==> src/hw/rtl/qdmr_pkg.sv <==
// shared types and constants for the depthwise mac and requantizer
// used by qdmr_ctrl, qdmr_dp and the top level
package qdmr_pkg;

  localparam int unsigned CfgIdxW = 3;

  localparam logic [CfgIdxW-1:0] CFG_DATA_MODE   = 3'd0;
  localparam logic [CfgIdxW-1:0] CFG_INPUT_ZP    = 3'd1;
  localparam logic [CfgIdxW-1:0] CFG_WEIGHT_ZP   = 3'd2;
  localparam logic [CfgIdxW-1:0] CFG_OUTPUT_ZP   = 3'd3;
  localparam logic [CfgIdxW-1:0] CFG_BIAS_ENABLE = 3'd4;

  localparam logic [1:0] MODE_UNSIGNED = 2'd0;
  localparam logic [1:0] MODE_SIGNED   = 2'd1;
  localparam logic [1:0] MODE_U_IN_S_W = 2'd2;

  localparam int unsigned InDataW  = 88;
  localparam int unsigned OutDataW = 8;
  localparam int unsigned CfgDataW = 9;

  typedef enum logic [1:0] {
    ACC_HOLD,
    ACC_PROD,
    ACC_BIAS,
    ACC_CLEAR
  } acc_op_t;

  typedef enum logic [2:0] {
    ST_TAP,
    ST_LASTP,
    ST_BIAS,
    ST_SHL,
    ST_MUL,
    ST_HM,
    ST_RND,
    ST_OUT
  } state_t;

  typedef struct packed {
    logic    tap_load;
    acc_op_t acc_op;
    logic    a_load;
    logic    mul_en;
    logic    hm_en;
    logic    rnd_en;
    logic    out_load;
  } dp_cmd_t;

endpackage

==> src/hw/rtl/qdmr_ctrl.sv <==
// controller state machine: tap handshake, requant sequence, output beat
// depends on qdmr_pkg
module qdmr_ctrl (
  input  logic              clk,
  input  logic              rst_n,
  input  logic              in_tvalid,
  input  logic              in_tlast,
  output logic              in_tready,
  output logic              out_tvalid,
  input  logic              out_tready,
  output qdmr_pkg::dp_cmd_t cmd
);

  qdmr_pkg::state_t state_r, state_nxt;
  logic             out_valid_r, out_valid_nxt;
  logic             accept;

  always_ff @(posedge clk) begin
    if (!rst_n) begin
      state_r     <= qdmr_pkg::ST_TAP;
      out_valid_r <= 1'b0;
    end else begin
      state_r     <= state_nxt;
      out_valid_r <= out_valid_nxt;
    end
  end

  always_comb begin
    state_nxt    = state_r;
    in_tready    = 1'b0;
    accept       = 1'b0;
    cmd          = '0;
    cmd.acc_op   = qdmr_pkg::ACC_HOLD;
    unique case (state_r)
      qdmr_pkg::ST_TAP: begin
        in_tready    = 1'b1;
        accept       = in_tvalid;
        cmd.tap_load = accept;
        cmd.acc_op   = qdmr_pkg::ACC_PROD;
        if (accept && in_tlast) begin
          state_nxt = qdmr_pkg::ST_LASTP;
        end
      end
      qdmr_pkg::ST_LASTP: begin
        cmd.acc_op = qdmr_pkg::ACC_PROD;
        state_nxt  = qdmr_pkg::ST_BIAS;
      end
      qdmr_pkg::ST_BIAS: begin
        cmd.acc_op = qdmr_pkg::ACC_BIAS;
        state_nxt  = qdmr_pkg::ST_SHL;
      end
      qdmr_pkg::ST_SHL: begin
        cmd.a_load = 1'b1;
        cmd.acc_op = qdmr_pkg::ACC_CLEAR;
        state_nxt  = qdmr_pkg::ST_MUL;
      end
      qdmr_pkg::ST_MUL: begin
        cmd.mul_en = 1'b1;
        state_nxt  = qdmr_pkg::ST_HM;
      end
      qdmr_pkg::ST_HM: begin
        cmd.hm_en = 1'b1;
        state_nxt = qdmr_pkg::ST_RND;
      end
      qdmr_pkg::ST_RND: begin
        cmd.rnd_en = 1'b1;
        state_nxt  = qdmr_pkg::ST_OUT;
      end
      qdmr_pkg::ST_OUT: begin
        if (!out_valid_r || out_tready) begin
          cmd.out_load = 1'b1;
          state_nxt    = qdmr_pkg::ST_TAP;
        end
      end
      default: begin
        state_nxt = qdmr_pkg::ST_TAP;
      end
    endcase
  end

  always_comb begin
    priority if (cmd.out_load) begin
      out_valid_nxt = 1'b1;
    end else if (out_tready) begin
      out_valid_nxt = 1'b0;
    end else begin
      out_valid_nxt = out_valid_r;
    end
  end

  assign out_tvalid = out_valid_r;

endmodule

==> config.mk <==
export PLATFORM = sky130hd
export DESIGN_NAME = qdmr_ctrl
export DESIGN_NICKNAME = d
export VERILOG_FILES = /design/src/hw/rtl/qdmr_pkg.sv /design/src/hw/rtl/qdmr_ctrl.sv
export SDC_FILE = /design/constraint.sdc
export NUM_CORES = 1
export LEC_CHECK = 0
export ABC_AREA = 0
export BUFFER_PORTS_ARGS = -buffer_cell sky130_fd_sc_hd__clkbuf_2
export CORE_AREA = 2 2 39 41
export CTS_BUF_LIST = sky130_fd_sc_hd__clkbuf_2
export DETAILED_ROUTE_END_ITERATION = 8
export DIE_AREA = 0 0 41 43
export PLACE_DENSITY = 0.44
export SKIP_LAST_GASP = 1
export SYNTH_ARGS = -nofsm -noshare
export SYNTH_HDL_FRONTEND = slang
export SYNTH_SLANG_ARGS = --single-unit
==> constraint.sdc <==
create_clock -name clk -period 1 [get_ports clk]
set_input_delay 0.15 -clock clk [delete_from_list [all_inputs] [get_ports clk]]
set_output_delay 0.15 -clock clk [all_outputs]
set_load 0.005 [all_outputs]
==> impl_metrics.py, run 1 <==
metrics = {
    "outcome": {
        "status": "finished with violations",
        "violations": "setup timing",
    },
    "pwr": {
        "p_int_mw": 0.3949,
        "clock_power_share_pct": 26.2,
        "netSwitchingFraction_pct": 30.71,
        "power.density_nw_per_um2": 1298,
        "leakage_nw": 0.2309,
        "vdd_ir_drop_max_v": 0.0003883,
        "comb_power_share_pct": 36.9,
        "power.switching_mw": 0.1750,
        "seqPwrFrac_pct": 36.9,
    },
    "timing": {
        "finalCritPeriodShare_pct": 116.6,
        "post-route-min-period_ps": 1166,
        "slew_headroom_pct": 88.84,
        "hold_violations": 0,
        "setup_viol": 9,
        "layout_setup_ws_ps": -166.0,
        "tightest_slew_ps": 167.5,
        "drv_slew": 0,
        "clock_skew_ps": 4.253,
        "tns_ps": -929.6,
        "rsz0062_at_grt": "yes",
        "max_freq_ghz": 0.8576,
    },
    "drt": {
        "firstDrtPassIters": 2,
        "routed.top_layer": "met4",
        "met1_length_um": 262,
        "routed_wl_um": 617,
        "drc": 0,
        "vias": 295,
        "drt_iter0_drc": 8,
        "route.met2.wl_um": 287,
        "wl_per_cell_um": 8.942,
        "via_per_inst": 4.275,
        "drtAntennaViolNets": 0,
        "route.met3.wl_um": 48,
    },
    "floorplan": {
        "die_w_um": 41,
        "row_count": 14,
        "core_um2": 1384,
        "dieArea_um2": 1763,
        "dieHeight_um": 43,
        "ios": 15,
        "initial_core_util_pct": 18.63,
    },
    "final_layout": {
        "diodes": 0,
        "fin_nets": 60,
        "fillCellCount": 144,
        "utilization_pct": 31.74,
        "multi_input_area_um2": 163.9,
        "seqCellArea_um2": 91.34,
        "syn_to_final_growth_pct": 70.39,
        "drive_gt1_share_pct": 64.15,
    },
    "synth": {
        "yosysWarnings": 0,
        "synth_edf_count": 0,
        "synth_top_family_by_area": "simple AND/OR/NAND/NOR gates",
        "synth.distinct_cells": 21,
        "synth_nets": 36,
        "synth_seq_cells": 4,
        "synth-simple-area-share_pct": 35.44,
        "synth_compound_area_share_pct": 20.87,
        "syn_area_per_cell_um2": 8.314,
        "yosysSeqAreaShare_pct": 31.07,
        "synth_ff_type": "dfxtp_1",
        "synthArstFlopShare_pct": 0,
        "synthAdderAreaFrac_pct": 0,
        "syn_area_um2": 257.7,
        "synthMuxAreaShare_pct": 0,
        "synth_xor_area_share_pct": 0,
        "netlist_instances": 31,
    },
    "setup_path": {
        "crit_path_end_kind": "output port",
        "startpoint": "state_r[0]",
        "cp_top_family": "flip-flops",
        "ff2ff_setup_slack_ps": 30,
        "cp.required_ps": 850,
        "crit_buf_inv": 1,
        "reg2reg_depth": 4,
        "crit_cells": 3,
        "startpoint_type": "flip-flop",
        "crit_path_max_incr_delay_ps": 360,
        "r2r-end": "state_r[2]",
        "path_class": "reg2out",
        "crit_chain": "nor3_4 -> and2_1 -> clkbuf_2",
        "critPathCapture": "cmd[7]",
        "rr_startpoint": "state_r[1]",
        "worst-path-max-fanout": 6,
        "crit_path_top_delay_cell": "dfxtp_4",
        "arrival_ps": 1020,
    },
    "global_route": {
        "overflow": 0,
        "grt_pass1_vias": 255,
        "grt_max_degree": 10,
        "grt_antenna_before_repair": 0,
        "grt_usage_pct": 7.839,
        "grt_pass1_wl_um": 869,
    },
    "clock_network": {
        "cts_hold_buf": 0,
        "cts_tree": "done",
        "clockBufferDepth": 2,
        "clock-sinks": 4,
        "cts_buffers": 3,
        "htree_levels": 1,
        "clkLatencyLatePin_ps": 210,
        "path_clk_slew_ps": 50,
        "root_buffer": "clkbuf_2",
    },
    "placed_design": {
        "gp_congestion": 0.6280,
        "place.port_buffers": 14,
        "dp_hpwl_um": 460.7,
        "place_ws_ps": -55.51,
    },
    "min_path": {
        "min_path_type": "in2reg",
    },
    "flow_run": {
        "cap_viol_max_count": 0,
    },
}
==> cell usage after synthesis, types with 2 or more instances <==
library cell | instances | area [µm²]
and2_1 | 2 | 12.51
a21oi_1 | 2 | 10.01
buf_4 | 2 | 15.01
nor2b_1 | 2 | 12.51
dfxtp_1 | 4 | 80.08
nor3b_1 | 2 | 15.01
buf_2 | 2 | 10.01
inv_1 | 2 | 7.510
==> flip-flops by register name (all words and copies together), names as in the netlist <==
signal and cells:
out_tvalid 1, state_r 3
==> worst min-delay path by stage <==
| stage | slack [ps] | to | from | depth (start not counted) |
|---|---|---|---|---|
| detailed placement | 410 | state_r[2] | rst_n | 2 |
| CTS | 170 | state_r[2] | rst_n | 2 |
| global placement | 410 | state_r[0] | in_tlast | 3 |
| finish | 180 | state_r[0] | in_tlast | 3 |
| floorplan | 280 | state_r[2] | rst_n | 1 |
| global route | 180 | state_r[2] | rst_n | 2 |
==> cells in the final DEF, fill, tap and decap left out, drive strengths merged <==
cell	count
nand4b	1
nor3b	2
clkbuf	14
a21oi	2
nand3	1
a31oi	1
dfxtp	4
nand2	1
nor2	1
inv	2
o21ai	1
and3	1
and2	2
nor3	1
buf	12
o211a	1
nand3b	1
a221oi	1
nor2b	2
nand2b	1
a21o	1
==> worst register-to-register path: cells and delay by family, from the launching register on <==
| kind | cells | cell delay (ps) |
|---|---|---|
| compound gates | 2 | 250 |
| flops | 1 | 360 |
| buf+inv | 2 | 240 |
==> power groups by stage <==
stage	clock, mW	sequential [mW]	combinational [mW]
after global placement	0	0.206	0.172
final	0.149	0.211	0.210
after floorplan	0	0.182	0.102
after detailed placement	0	0.205	0.170
after CTS	0.155	0.211	0.212
after global routing	0.169	0.214	0.228
==> per-layer routing <==
layer | vias to the layer above | GRT usage [%]
li1 | 152 | -
met1 | 129 | 6.774
met2 | 12 | 10.94
met3 | 2 | 3.665
met4 | 0 | 10.00
met5 | - | 0
==> what timing repair did <==
action                     CTS  global route
gates cloned                 0             0
pin swaps                    2             0
setup endpoints to repair   11             9
gates resized for setup     11             3
buffers inserted             3             0
hold endpoints to repair     0             0
==> final cells by class <==
class                           count  share of cell area [%]
Clock buffer                        3                   3.419
Inverter                            2                   1.709
Multi-Input combinational cell     21                   37.32
Sequential cell                     4                   20.80
Tap cell                           16                   4.558
Timing Repair Buffer               23                   32.19
==> per-stage QoR <==
step | std cells | cell area [µm²] | hold WS [ps] | power [mW]
finish | 69 | 439.2 | 176.4 | 0.5700
detailed placement | 63 | 367.9 | 405.7 | 0.3750
CTS | 69 | 439.2 | 173.7 | 0.5782
global placement | 63 | 367.9 | 406.3 | 0.3774
global route | 69 | 439.2 | 178.7 | 0.6103
floorplan | 31 | 257.7 | 283.4 | 0.2835
==> kinds of logic after synthesis <==
family,Yosys count
simple gates,14
compound gates,7
buf+inv,6
flops,4
Power figures use the tool's default switching activity.
==> run 2, diff against run 1 <==
==> constraint.sdc (replaced) <==
create_clock -name clk -period 1 [get_ports clk]
set_input_delay 0.1 -clock clk [delete_from_list [all_inputs] [get_ports clk]]
set_output_delay 0.1 -clock clk [all_outputs]
set_load 0.005 [all_outputs]
==> impl_metrics.py, run 2 (same netlist as run 1, synthesis figures left out) <==
metrics = {
    "pwr": {
        "power.density_nw_per_um2": 1292,
        "leakage_nw": 0.2279,
        "vdd_ir_drop_max_v": 0.0003622,
    },
    "final_layout": {
        "max_flop_register": "state_r",
        "final_common_cell": "clkbuf_2",
        "syn_to_final_growth_pct": 75.24,
        "fillCellCount": 148,
        "drive_gt1_share_pct": 68.63,
        "fin_nets": 58,
        "diodes": 0,
        "final_cells": 67,
        "most-common-layout-cells": "clkbuf_2, buf_6, buf_4",
        "largest_register_ffs": 3,
    },
    "placed_design": {
        "dp_cells": 60,
        "place.port_buffers": 14,
        "dp_hpwl_um": 443.2,
        "gp_congestion": 0.6401,
    },
    "setup_path": {
        "crit_path_end_kind": "output port",
        "startpoint": "state_r[1]",
        "cp_top_family": "flip-flops",
        "crit_path_top_delay_cell": "dfxtp_4",
        "crit_path_max_incr_delay_ps": 370,
        "arrival_ps": 1040,
        "crit_buf_inv": 1,
        "r2r-end": "state_r[0]",
        "reg2reg_depth": 4,
        "ff2ff_setup_slack_ps": -50,
        "crit_cells": 3,
        "crit_chain": "nor3_4 -> and2_1 -> clkbuf_2",
        "worst-path-max-fanout": 7,
        "path_class": "reg2out",
        "cp.required_ps": 900,
        "startpoint_type": "flip-flop",
        "rr_startpoint": "state_r[2]",
        "critPathCapture": "cmd[7]",
    },
    "timing": {
        "slew_headroom_pct": 89.15,
        "rsz0062_at_grt": "yes",
        "clock_skew_ps": 2.619,
        "tightest_slew_ps": 162.2,
        "setup_viol": 9,
        "tns_ps": -586.8,
        "post-route-min-period_ps": 1135,
        "layout_setup_ws_ps": -135.2,
        "finalCritPeriodShare_pct": 113.5,
        "max_freq_ghz": 0.8809,
        "drv_slew": 0,
        "hold_violations": 0,
    },
    "drt": {
        "firstDrtPassIters": 4,
        "drt_iter0_drc": 9,
        "routed_wl_um": 679,
        "vias": 290,
        "drtAntennaViolNets": 0,
        "drc": 0,
        "wl_per_cell_um": 10.13,
        "via_per_inst": 4.328,
    },
    "floorplan": {
        "dieArea_um2": 1763,
        "row_count": 14,
        "die_w_um": 41,
        "ios": 15,
        "core_um2": 1384,
        "dieHeight_um": 43,
        "initial_core_util_pct": 18.63,
    },
    "clock_network": {
        "root_buffer": "clkbuf_2",
        "cts_tree": "done",
        "cts_buffers": 3,
        "clockBufferDepth": 2,
        "clock-sinks": 4,
        "path_clk_slew_ps": 50,
        "cts_hold_buf": 0,
        "clkLatencyLatePin_ps": 210,
        "htree_levels": 1,
    },
    "outcome": {
        "violations": "setup timing",
        "status": "finished with violations",
    },
    "global_route": {
        "grt_max_degree": 10,
        "overflow": 0,
        "grt_usage_pct": 8.124,
        "grt_antenna_before_repair": 0,
        "grt_pass1_wl_um": 917,
        "grt_pass1_vias": 238,
    },
    "flow_run": {
        "cap_viol_max_count": 0,
    },
    "min_path": {
        "min_path_type": "in2reg",
        "holdPathStages": 3,
    },
}
run 2: cell type report:
cell class	count	area, µm²	area share (%)
flip-flops and latches	4	91.34	20.22
clock buffers	3	15.01	3.324
repair buffers	21	140.1	31.02
well taps	16	20.02	4.432
inverters	2	10.01	2.216
multi-input cells	21	175.2	38.78
run 2: timing repair:
item / CTS / global route
setup buffers: 3 / 1
pin swaps: 3 / 3
gates resized for setup: 13 / 12
endpoints found under the setup margin: 11 / 10
run 2: per-layer routing:
layer  global-route usage, %  up-vias  part of all wire (%)
li1                        -      147                     -
met1                   8.654      128                    44
met2                   11.25       15                    49
met3                   1.571        0                   7.4
met4                   10.00        0                     0
met5                       0        -                     0
run 2: worst min path at each step:
stage                     startpoint          to  slack, ps
after floorplan                rst_n  state_r[2]        230
after global placement      in_tlast  state_r[0]        360
after detailed placement    in_tlast  state_r[0]        350
after CTS                   in_tlast  state_r[0]        100
after global routing        in_tlast  state_r[0]        130
final                       in_tlast  state_r[0]        120
run 2: stage by stage:
| step | power, mW | cell area [µm²] | setup WS [ps] | utilization (%) | hold slack [ps] |
|---|---|---|---|---|---|
| 6_report | 0.5836 | 451.7 | -135.2 | 32.64 | 117.4 |
| 5_1_grt | 0.6200 | 451.7 | -182.0 | 32.64 | 132.7 |
| 4_1_cts | 0.5795 | 425.4 | -157.0 | 30.74 | 104.0 |
| 3_5_place_dp | 0.3501 | 345.3 | -18.59 | 24.95 | 354.0 |
| 3_3_place_gp | 0.3540 | 345.3 | -41.37 | 24.95 | 357.8 |
| 2_1_floorplan | 0.2835 | 257.7 | 59.68 | - | 233.4 |
run 2: power breakdown:
part           internal, mW  switching [mW]  total [mW]
registers             0.178          0.0402       0.218
logic                 0.132          0.0764       0.209
clock network        0.0810          0.0756       0.157
total                 0.391           0.192       0.584
run 2: tightest hold or removal path, stage by stage:
cell	delay (ps)
clkbuf_2	80
nand2_1	60
a221oi_2	50
